--- src/tkc_pkg.sv ---
`timescale 1ns / 1ps
`default_nettype none
// ----------------------------------------------------------------------------
// tkc_pkg
// Shared types, register map and download sequence codes of the touch-key
// controller register unit.
// ----------------------------------------------------------------------------
package tkc_pkg;

  // request kinds carried in the input tuser
  typedef enum logic [1:0] {
    REQ_READ  = 2'd0,
    REQ_WRITE = 2'd1,
    REQ_KEY   = 2'd2,
    REQ_NOP   = 2'd3
  } req_type_e;

  // register map
  localparam logic [7:0] ADDR_LED_ONOFF = 8'h01;
  localparam logic [7:0] ADDR_LED_DIM   = 8'h02;
  localparam logic [7:0] ADDR_STATUS    = 8'h04;
  localparam logic [7:0] ADDR_HW_VER    = 8'h06;
  localparam logic [7:0] ADDR_FW_VER    = 8'h0A;
  localparam logic [7:0] ADDR_MI_VER    = 8'h0B;
  localparam logic [7:0] ADDR_DOWNLOAD  = 8'h7E;

  // fixed version bytes
  localparam logic [7:0] HW_REV_BYTE = 8'h09;
  localparam logic [7:0] FW_REV_BYTE = 8'h09;
  localparam logic [7:0] MI_REV_BYTE = 8'h00;

  // download handshake answers
  localparam logic [7:0] DL_ANS_HELLO = 8'h55;
  localparam logic [7:0] DL_ANS_ACK   = 8'h8F;
  localparam logic [7:0] DL_ANS_ERASE = 8'h82;
  localparam logic [7:0] DL_ANS_CNT   = 8'h84;
  localparam logic [7:0] DL_ANS_IMAGE = 8'h83;
  localparam logic [7:0] DL_ANS_BUSY  = 8'hFF;
  localparam logic [7:0] DL_ANS_DONE  = 8'h00;

  // download sequence steps
  localparam int unsigned DL_STEP_W = 4;
  localparam logic [DL_STEP_W-1:0] DL_HELLO  = 4'd0;
  localparam logic [DL_STEP_W-1:0] DL_ACK1   = 4'd1;
  localparam logic [DL_STEP_W-1:0] DL_ERASE  = 4'd2;
  localparam logic [DL_STEP_W-1:0] DL_CNT1   = 4'd3;
  localparam logic [DL_STEP_W-1:0] DL_CHECK1 = 4'd4;
  localparam logic [DL_STEP_W-1:0] DL_ACK2   = 4'd5;
  localparam logic [DL_STEP_W-1:0] DL_IMAGE  = 4'd6;
  localparam logic [DL_STEP_W-1:0] DL_CNT2   = 4'd7;
  localparam logic [DL_STEP_W-1:0] DL_CHECK2 = 4'd8;

  // configuration register indexes
  localparam int unsigned CFG_IDX_W = 3;
  localparam logic [CFG_IDX_W-1:0] CFG_KEY_A_CODE   = 3'd0;
  localparam logic [CFG_IDX_W-1:0] CFG_KEY_A_REPORT = 3'd1;
  localparam logic [CFG_IDX_W-1:0] CFG_KEY_B_CODE   = 3'd2;
  localparam logic [CFG_IDX_W-1:0] CFG_KEY_B_REPORT = 3'd3;
  localparam logic [CFG_IDX_W-1:0] CFG_KEY_C_CODE   = 3'd4;
  localparam logic [CFG_IDX_W-1:0] CFG_KEY_C_REPORT = 3'd5;

  localparam int unsigned KEY_W = 7;

  typedef struct packed {
    logic [KEY_W-1:0] key_a_code;
    logic [KEY_W-1:0] key_a_report;
    logic [KEY_W-1:0] key_b_code;
    logic [KEY_W-1:0] key_b_report;
    logic [KEY_W-1:0] key_c_code;
    logic [KEY_W-1:0] key_c_report;
  } cfg_t;

  localparam cfg_t CFG_RESET = '{
    key_a_code:   7'd16,
    key_a_report: 7'd97,
    key_b_code:   7'd17,
    key_b_report: 7'd98,
    key_c_code:   7'd18,
    key_c_report: 7'd99
  };

  typedef struct packed {
    req_type_e   req_type;
    logic [7:0]  reg_address;
    logic [7:0]  access_offset;
    logic [7:0]  write_data;
    logic [7:0]  key_code;
  } item_t;

  typedef struct packed {
    logic [7:0] read_data;
    logic       irq_pulse;
    logic       access_error;
  } result_t;

  typedef struct packed {
    logic       hit;
    logic [7:0] status;
  } key_match_t;

endpackage : tkc_pkg
`default_nettype wire

--- src/touchkey_controller_regs_unit.sv ---
`timescale 1ns / 1ps
`default_nettype none
// Path: an accepted input beat is held in the input register, then its result
// beat in the result register.
// Throughput: one item per cycle; the input register and result register
// advance together whenever the result register is empty or being drained.
// Reset: status, download step and count clear to zero, key registers
// return to their default codes and reports, both stages empty.
// ----------------------------------------------------------------------------
// touchkey_controller_regs_unit
// Touch-key controller register block: bus reads and writes, key events and
// the firmware-download handshake, one result beat per input beat.
// ----------------------------------------------------------------------------
module touchkey_controller_regs_unit (
  input  wire logic                             clk_i,
  input  wire logic                             rst_ni,
  // configuration write port
  input  wire logic                             cfg_we_i,
  input  wire logic [tkc_pkg::CFG_IDX_W-1:0]    cfg_idx_i,
  input  wire logic [tkc_pkg::KEY_W-1:0]        cfg_wdata_i,
  // input stream
  input  wire logic                             s_axis_tvalid,
  output      logic                             s_axis_tready,
  // [7:0] reg_address, [15:8] access_offset, [23:16] write_data,
  // [31:24] key_code
  input  wire logic [31:0]                      s_axis_tdata,
  // [1:0] req_type
  input  wire logic [1:0]                       s_axis_tuser,
  // result stream
  output      logic                             m_axis_tvalid,
  input  wire logic                             m_axis_tready,
  // [7:0] read_data, [8] irq_pulse, [9] access_error, [15:10] zero
  output      logic [15:0]                      m_axis_tdata
);

  tkc_pkg::cfg_t    cfg_q;
  tkc_pkg::item_t   in_item_q;
  logic             in_vld_q;
  tkc_pkg::result_t res_d, res_q;
  logic             out_vld_q;
  logic             advance;
  logic             s_fire;

  // configuration registers
  always_ff @(posedge clk_i or negedge rst_ni) begin
    if (!rst_ni) begin
      cfg_q <= tkc_pkg::CFG_RESET;
    end else if (cfg_we_i) begin
      unique case (cfg_idx_i)
        tkc_pkg::CFG_KEY_A_CODE:   cfg_q.key_a_code   <= cfg_wdata_i;
        tkc_pkg::CFG_KEY_A_REPORT: cfg_q.key_a_report <= cfg_wdata_i;
        tkc_pkg::CFG_KEY_B_CODE:   cfg_q.key_b_code   <= cfg_wdata_i;
        tkc_pkg::CFG_KEY_B_REPORT: cfg_q.key_b_report <= cfg_wdata_i;
        tkc_pkg::CFG_KEY_C_CODE:   cfg_q.key_c_code   <= cfg_wdata_i;
        tkc_pkg::CFG_KEY_C_REPORT: cfg_q.key_c_report <= cfg_wdata_i;
        default: ;
      endcase
    end
  end

  // flow control: input stage moves on when the result stage can take it
  assign advance       = in_vld_q && (!out_vld_q || m_axis_tready);
  assign s_axis_tready = !in_vld_q || advance;
  assign s_fire        = s_axis_tvalid && s_axis_tready;

  // input register
  always_ff @(posedge clk_i or negedge rst_ni) begin
    if (!rst_ni) begin
      in_vld_q <= 1'b0;
    end else if (s_axis_tready) begin
      in_vld_q <= s_axis_tvalid;
    end
  end

  always_ff @(posedge clk_i) begin
    if (s_fire) begin
      in_item_q.req_type      <= tkc_pkg::req_type_e'(s_axis_tuser);
      in_item_q.reg_address   <= s_axis_tdata[7:0];
      in_item_q.access_offset <= s_axis_tdata[15:8];
      in_item_q.write_data    <= s_axis_tdata[23:16];
      in_item_q.key_code      <= s_axis_tdata[31:24];
    end
  end

  tkc_core u_core (
    .clk_i    (clk_i),
    .rst_ni   (rst_ni),
    .fire_i   (advance),
    .item_i   (in_item_q),
    .cfg_i    (cfg_q),
    .result_o (res_d)
  );

  // result register
  always_ff @(posedge clk_i or negedge rst_ni) begin
    if (!rst_ni) begin
      out_vld_q <= 1'b0;
    end else if (!out_vld_q || m_axis_tready) begin
      out_vld_q <= in_vld_q;
    end
  end

  always_ff @(posedge clk_i) begin
    if (advance) begin
      res_q <= res_d;
    end
  end

  assign m_axis_tvalid = out_vld_q;
  assign m_axis_tdata  = {6'b0, res_q.access_error, res_q.irq_pulse, res_q.read_data};

  // a result beat never flags both an interrupt and an access error
  a_irq_err_excl: assert property (@(posedge clk_i) disable iff (!rst_ni)
    m_axis_tvalid |-> !(m_axis_tdata[8] && m_axis_tdata[9]))
    else $error("irq and access error in one result beat");

  // read data is zero on flagged beats
  a_flag_zero_data: assert property (@(posedge clk_i) disable iff (!rst_ni)
    (m_axis_tvalid && (m_axis_tdata[8] || m_axis_tdata[9])) |->
      (m_axis_tdata[7:0] == 8'h00))
    else $error("flagged result beat carries read data");

  // input stalls only behind a held result with a full input stage
  a_stall_cause: assert property (@(posedge clk_i) disable iff (!rst_ni)
    !s_axis_tready |-> (in_vld_q && out_vld_q && !m_axis_tready))
    else $error("input stalled without a blocked result");

  // a beat in the input stage reaches the result stage next cycle when drained
  a_advance: assert property (@(posedge clk_i) disable iff (!rst_ni)
    advance |=> out_vld_q)
    else $error("advanced beat lost");

endmodule : touchkey_controller_regs_unit
`default_nettype wire

--- src/tkc_key_match.sv ---
`timescale 1ns / 1ps
`default_nettype none
// ----------------------------------------------------------------------------
// tkc_key_match
// Looks a scan code up among the three configured keys (key a first) and
// forms the new status byte with bit 7 set for a press.
// ----------------------------------------------------------------------------
module tkc_key_match (
  input  wire logic [7:0]         key_code_i,
  input  wire tkc_pkg::cfg_t      cfg_i,
  output tkc_pkg::key_match_t     match_o
);

  logic [tkc_pkg::KEY_W-1:0] code;
  logic                      press;

  // strip the release bit
  assign code  = key_code_i[tkc_pkg::KEY_W-1:0];
  assign press = ~key_code_i[7];

  // priority lookup
  always_comb begin
    match_o.hit    = 1'b1;
    match_o.status = 8'h00;
    if (code == cfg_i.key_a_code) begin
      match_o.status = {press, cfg_i.key_a_report};
    end else if (code == cfg_i.key_b_code) begin
      match_o.status = {press, cfg_i.key_b_report};
    end else if (code == cfg_i.key_c_code) begin
      match_o.status = {press, cfg_i.key_c_report};
    end else begin
      match_o.hit = 1'b0;
    end
  end

endmodule : tkc_key_match
`default_nettype wire

--- src/tkc_core.sv ---
`timescale 1ns / 1ps
`default_nettype none
// ----------------------------------------------------------------------------
// tkc_core
// Register decode, status register and firmware-download sequencer. The
// state advances on each beat that moves into the result register.
// ----------------------------------------------------------------------------
module tkc_core (
  input  wire logic            clk_i,
  input  wire logic            rst_ni,
  input  wire logic            fire_i,
  input  wire tkc_pkg::item_t  item_i,
  input  wire tkc_pkg::cfg_t   cfg_i,
  output tkc_pkg::result_t     result_o
);

  logic [7:0]                     key_status_q, key_status_d;
  logic [tkc_pkg::DL_STEP_W-1:0]  dl_step_q, dl_step_d;
  logic [7:0]                     dl_count_q, dl_count_d;
  tkc_pkg::key_match_t            match;
  logic [7:0]                     dl_ans;
  logic [tkc_pkg::DL_STEP_W-1:0]  dl_step_rd;
  logic [7:0]                     dl_count_rd;

  tkc_key_match u_key_match (
    .key_code_i (item_i.key_code),
    .cfg_i      (cfg_i),
    .match_o    (match)
  );

  // answer of a download read and the step it leaves behind
  always_comb begin
    dl_step_rd  = dl_step_q + 4'd1;
    dl_count_rd = dl_count_q;
    unique case (dl_step_q) inside
      tkc_pkg::DL_HELLO: dl_ans = tkc_pkg::DL_ANS_HELLO;
      tkc_pkg::DL_ACK1:  dl_ans = tkc_pkg::DL_ANS_ACK;
      tkc_pkg::DL_ERASE: dl_ans = tkc_pkg::DL_ANS_ERASE;
      tkc_pkg::DL_CNT1:  dl_ans = tkc_pkg::DL_ANS_CNT;
      tkc_pkg::DL_ACK2:  dl_ans = tkc_pkg::DL_ANS_ACK;
      tkc_pkg::DL_IMAGE: dl_ans = tkc_pkg::DL_ANS_IMAGE;
      tkc_pkg::DL_CNT2:  dl_ans = tkc_pkg::DL_ANS_CNT;
      tkc_pkg::DL_CHECK1, tkc_pkg::DL_CHECK2: begin
        dl_ans = tkc_pkg::DL_ANS_BUSY;
        // hold the step while the count runs down
        if (dl_count_q != 8'h00) begin
          dl_count_rd = dl_count_q - 8'd1;
          dl_step_rd  = dl_step_q;
        end
      end
      default: begin
        dl_ans     = tkc_pkg::DL_ANS_DONE;
        dl_step_rd = tkc_pkg::DL_HELLO;
      end
    endcase
  end

  // request decode
  always_comb begin
    result_o     = '0;
    key_status_d = key_status_q;
    dl_step_d    = dl_step_q;
    dl_count_d   = dl_count_q;
    unique case (item_i.req_type)
      tkc_pkg::REQ_READ: begin
        if (item_i.access_offset != 8'h00) begin
          result_o.access_error = 1'b1;
        end else begin
          unique case (item_i.reg_address)
            tkc_pkg::ADDR_STATUS: result_o.read_data = key_status_q;
            tkc_pkg::ADDR_HW_VER: result_o.read_data = tkc_pkg::HW_REV_BYTE;
            tkc_pkg::ADDR_FW_VER: result_o.read_data = tkc_pkg::FW_REV_BYTE;
            tkc_pkg::ADDR_MI_VER: result_o.read_data = tkc_pkg::MI_REV_BYTE;
            tkc_pkg::ADDR_DOWNLOAD: begin
              result_o.read_data = dl_ans;
              dl_step_d          = dl_step_rd;
              dl_count_d         = dl_count_rd;
            end
            default: result_o.access_error = 1'b1;
          endcase
        end
      end
      tkc_pkg::REQ_WRITE: begin
        if (item_i.access_offset != 8'h00) begin
          result_o.access_error = 1'b1;
        end else begin
          unique case (item_i.reg_address) inside
            tkc_pkg::ADDR_LED_ONOFF, tkc_pkg::ADDR_LED_DIM: ;
            tkc_pkg::ADDR_DOWNLOAD: begin
              // byte count is taken only at the two count steps
              if (dl_step_q == tkc_pkg::DL_CNT1 || dl_step_q == tkc_pkg::DL_CNT2) begin
                dl_count_d = item_i.write_data;
              end
            end
            default: result_o.access_error = 1'b1;
          endcase
        end
      end
      tkc_pkg::REQ_KEY: begin
        if (match.hit) begin
          key_status_d       = match.status;
          result_o.irq_pulse = 1'b1;
        end
      end
      default: ;
    endcase
  end

  // state registers
  always_ff @(posedge clk_i or negedge rst_ni) begin
    if (!rst_ni) begin
      key_status_q <= '0;
      dl_step_q    <= tkc_pkg::DL_HELLO;
      dl_count_q   <= '0;
    end else if (fire_i) begin
      key_status_q <= key_status_d;
      dl_step_q    <= dl_step_d;
      dl_count_q   <= dl_count_d;
    end
  end

endmodule : tkc_core
`default_nettype wire

--- config.mk ---
export PLATFORM = sky130hd
export DESIGN_NAME = touchkey_controller_regs_unit
export DESIGN_NICKNAME = d
export VERILOG_FILES = /design/src/tkc_pkg.sv /design/src/touchkey_controller_regs_unit.sv /design/src/tkc_key_match.sv /design/src/tkc_core.sv
export SDC_FILE = /design/constraint.sdc
export NUM_CORES = 1
export LEC_CHECK = 0
export ABC_AREA = 1
export BUFFER_PORTS_ARGS = -buffer_cell sky130_fd_sc_hd__buf_2
export CORE_ASPECT_RATIO = 0.5
export CORE_MARGIN = 4
export CORE_UTILIZATION = 50
export CTS_CLUSTER_DIAMETER = 80
export DETAILED_ROUTE_END_ITERATION = 16
export PLACE_DENSITY_LB_ADDON = 0.1
export SLEW_MARGIN = 20
export SYNTH_ARGS = -nofsm -noshare
export SYNTH_HDL_FRONTEND = slang
export SYNTH_SLANG_ARGS = --single-unit
--- constraint.sdc ---
create_clock -name clk_i -period 2.05 [get_ports clk_i]
set_input_delay 0.41 -clock clk_i [delete_from_list [all_inputs] [get_ports clk_i]]
set_output_delay 0.41 -clock clk_i [all_outputs]
set_load 0.01 [all_outputs]
==> flow_summary_export.csv <==
group,metric,value,unit
run_status,status,"finished, final reports clean",
timing,setup_viol,0,
power_and_ir_drop,pwr-share-clk,34.4,%
yosys,synthCells,573,
yosys,yosys_warnings,0,
setup_path,cp.required,2290,ps
die,dieArea,0.0119,mm²
clocking,clk_pin_slew_worst_paths,70,ps
power_and_ir_drop,vdd_drop_max,0.405,mV
clocking,tritoncts,"done",
grt,antenna_found_initial,0,
timing,period_needed,1830,ps
place,place.gp.congestion,0.857,
yosys,synth_top_cells_by_area,"edfxtp_1 (26%), dfrtp_1 (24%), nand2_1 (14%), dfstp_2 (7.8%), o21ai_0 (6.2%)",
timing,fin_worst_skew,6.37,ps
setup_path,cp_cell_sequence,"inv_1 > ha_1 > inv_1 > a21oi_2 > nand2_1 > o21ai_0 > nand3_1 > nor3_4 > buf_6 > inv_1 > nand2_1 > nand2_1",
yosys,synth_area_per_cell,8.83,µm²
timing,worst_hold_slack,46.6,ps
setup_path,max_stage_delay,420,ps
job,drv_cap,0,
layout,layoutNonFillerInstCount,788,
timing,rsz0062_at_grt,"no",
power_and_ir_drop,power_leakage,2.79,nW
grt,grt-ovfl-total,0,
die,dieWidth,150,µm
drt,ant_nets,0,
timing,finalMaxSlewViolations,0,
clocking,htree_num_levels,3,
die,initial_core_util,52.4,%
die,ios,67,
clocking,clock_sinks,108,
yosys,synth_top_area_share,26.1,%
yosys,ys_types,30,
setup_path,startpoint_type,"flip-flop",
yosys,synth_top_area_cell,"edfxtp_1",
clocking,cts_buffer_depth,2,
place,place_area,0.00557,mm²
die,core_area,0.00967,mm²
clocking,cts_made_buffers,9,
yosys,ys.flop_type,"dfrtp_1",
timing,setup_slack,223,ps
place,hpwl,7130,µm
layout,final_common_cell,"nand2_1",
setup_path,critPathCaptureType,"flip-flop",
timing,final-hold-violation-count,0,
grt,grt_pass1_vias,3612,
clocking,cts-root-buf,"clkbuf_16",
drt,vias_per_cell,4.79,
layout,most-common-layout-cells,"nand2_1 (190), inv_1 (68), o21ai_0 (62)",
place,dp_cells,770,
layout,fillers,877,
grt,grt_max_degree,65,
power_and_ir_drop,power_frac_seq,54.0,%
grt,grtUsageTotal,18.2,%
timing,fmax,547,MHz
power_and_ir_drop,switching_share,25.3,%
drt,drtPass1Iterations,5,
setup_path,r2r_slack,220,ps
yosys,synth_edf_count,44,
drt,drt-initial-drc-count,205,
die,num_rows,25,
yosys,synth-seq-cells,108,
grt,grt_pass1_wl,17000,µm
layout,syn_to_final_growth,16.3,%
layout,finish.utilization,60.9,%
yosys,synthArstFlopShare,59.3,%
clocking,clock_latency,350,ps
place,place_ws,100,ps
power_and_ir_drop,powerDensity,846,mW/mm²
clocking,ctsHoldBuffers,0,
setup_path,rr_worst_depth,12,
setup_path,crit_arrival,2070,ps
die,fp.dieH,79.2,µm
timing,fin_setup_tns,0,ps
min_path,hold_path.class,"in -> async",
power_and_ir_drop,p_comb_share,11.6,%
drt,avgRoutedWirePerCell,12.5,µm
setup_path,crit_slowest_cell,"dfrtp_1",
place,port_buffers,60,
layout,final_nets,703,
power_and_ir_drop,switchingPower,1.26,mW
yosys,seq_area_frac_synth,58.1,%
setup_path,path_class,"reg -> reg",
layout,stdcell_area,0.00589,mm²
drt,route.vias.total,3771,
setup_path,r2r-end,"u_core.dl_count_q[7]$_DFFE_PN0P_",
drt,wl,9880,µm
power_and_ir_drop,power,4.98,mW
setup_path,crit_fanout,16,
drt,route.detailed.drc,0,
timing,period_share,89.1,%
power_and_ir_drop,power.internal,3.72,mW
layout,drive_gt1_share,18.1,%
layout,antenna_cells,0,
yosys,syn_area,0.00506,mm²
setup_path,reg2reg_from,"u_core.dl_step_q[0]$_DFFE_PN0P_",
[sequential cells by signal (all words and copies together), names as in the netlist]
name	flops
in_item_q	34
u_core.key_status_q	8
m_axis_tdata	10
u_core.dl_step_q	4
m_axis_tvalid	1
u_core.dl_count_q	8
cfg_q	42
in_vld_q	1
[repair_timing]
item	in CTS	in global routing
endpoints found under the setup margin	0	10
setup buffers	0	2
resized for setup	0	4
[synth_stat cells (2+ instances only)]
master    instances
a21oi_1          18
a31oi_1           4
buf_4             6
clkbuf_1          7
dfrtp_1          49
dfstp_2          15
edfxtp_1         44
ha_1              6
inv_1            68
nand2_1         190
nand2_2           2
nand3_1          27
nand4_1           2
nor2_1           37
nor2_2            4
nor3_1            3
nor3_4            2
nor4_1            2
o21ai_0          63
o31ai_1           2
xnor2_1          10
xor2_1            4
[layer usage]
layer	vias up	wire length, µm	GRT usage, %
met2	69	4510	29.5
li1	1970	-	-
met4	0	110	5.38
met5	-	0	0
met3	12	524	5.02
met1	1720	4740	24.0
[kinds of logic after synthesis]
| family | Yosys count | share of synthesized area, % |
|---|---|---|
| AO/OA/AOI/OAI | 87 | 8.80 |
| flip-flops | 108 | 58.1 |
| buffers and inverters | 85 | 6.94 |
| AND/OR/NAND/NOR | 272 | 22.2 |
| XOR/XNOR | 14 | 2.42 |
| other | 1 | 0.0741 |
| adder cells (fa/ha/maj) | 6 | 1.48 |
[power groups by stage]
stage	registers [mW]	clock network [mW]	logic, mW
2_1_floorplan	2.72	0	0.375
3_3_place_gp	2.73	0	0.573
6_report	2.69	1.71	0.575
4_1_cts	2.69	1.76	0.588
3_5_place_dp	2.73	0	0.586
5_1_grt	2.72	1.85	0.676
[cell type report]
class	instances	area (µm²)	share of cell area, %
Sequential cell	108	2940	50.0
Multi-Input combinational cell	385	1800	30.5
Inverter	70	264	4.48
Timing Repair Buffer	74	422	7.16
Tap cell	135	169	2.87
Clock inverter	5	32.5	0.552
Clock buffer	11	264	4.48
[worst max path at each step]
stage	to	start	slack, ps	depth (start not counted)
finish	u_core.dl_count_q[7]$_DFFE_PN0P_	u_core.dl_step_q[0]$_DFFE_PN0P_	220	12
global route	u_core.dl_count_q[7]$_DFFE_PN0P_	u_core.dl_step_q[0]$_DFFE_PN0P_	30	12
detailed placement	m_axis_tdata[6]$_SDFFCE_PP0P_	u_core.dl_step_q[0]$_DFFE_PN0P_	100	10
floorplan	in_item_q[0]$_DFFE_PP_	m_axis_tvalid$_DFFE_PN0P_	310	3
CTS	m_axis_tdata[6]$_SDFFCE_PP0P_	u_core.dl_step_q[0]$_DFFE_PN0P_	70	10
global placement	m_axis_tdata[4]$_SDFFCE_PP0P_	u_core.dl_step_q[0]$_DFFE_PN0P_	230	10
[critical path: cells and delay by family (launching register included)]
family | cells | cell delay (ps)
flip-flops | 1 | 420
adder cells (fa/ha/maj) | 1 | 150
buffers and inverters | 4 | 400
AO/OA/AOI/OAI | 2 | 280
AND/OR/NAND/NOR | 5 | 480
Power figures use the tool's default switching activity.
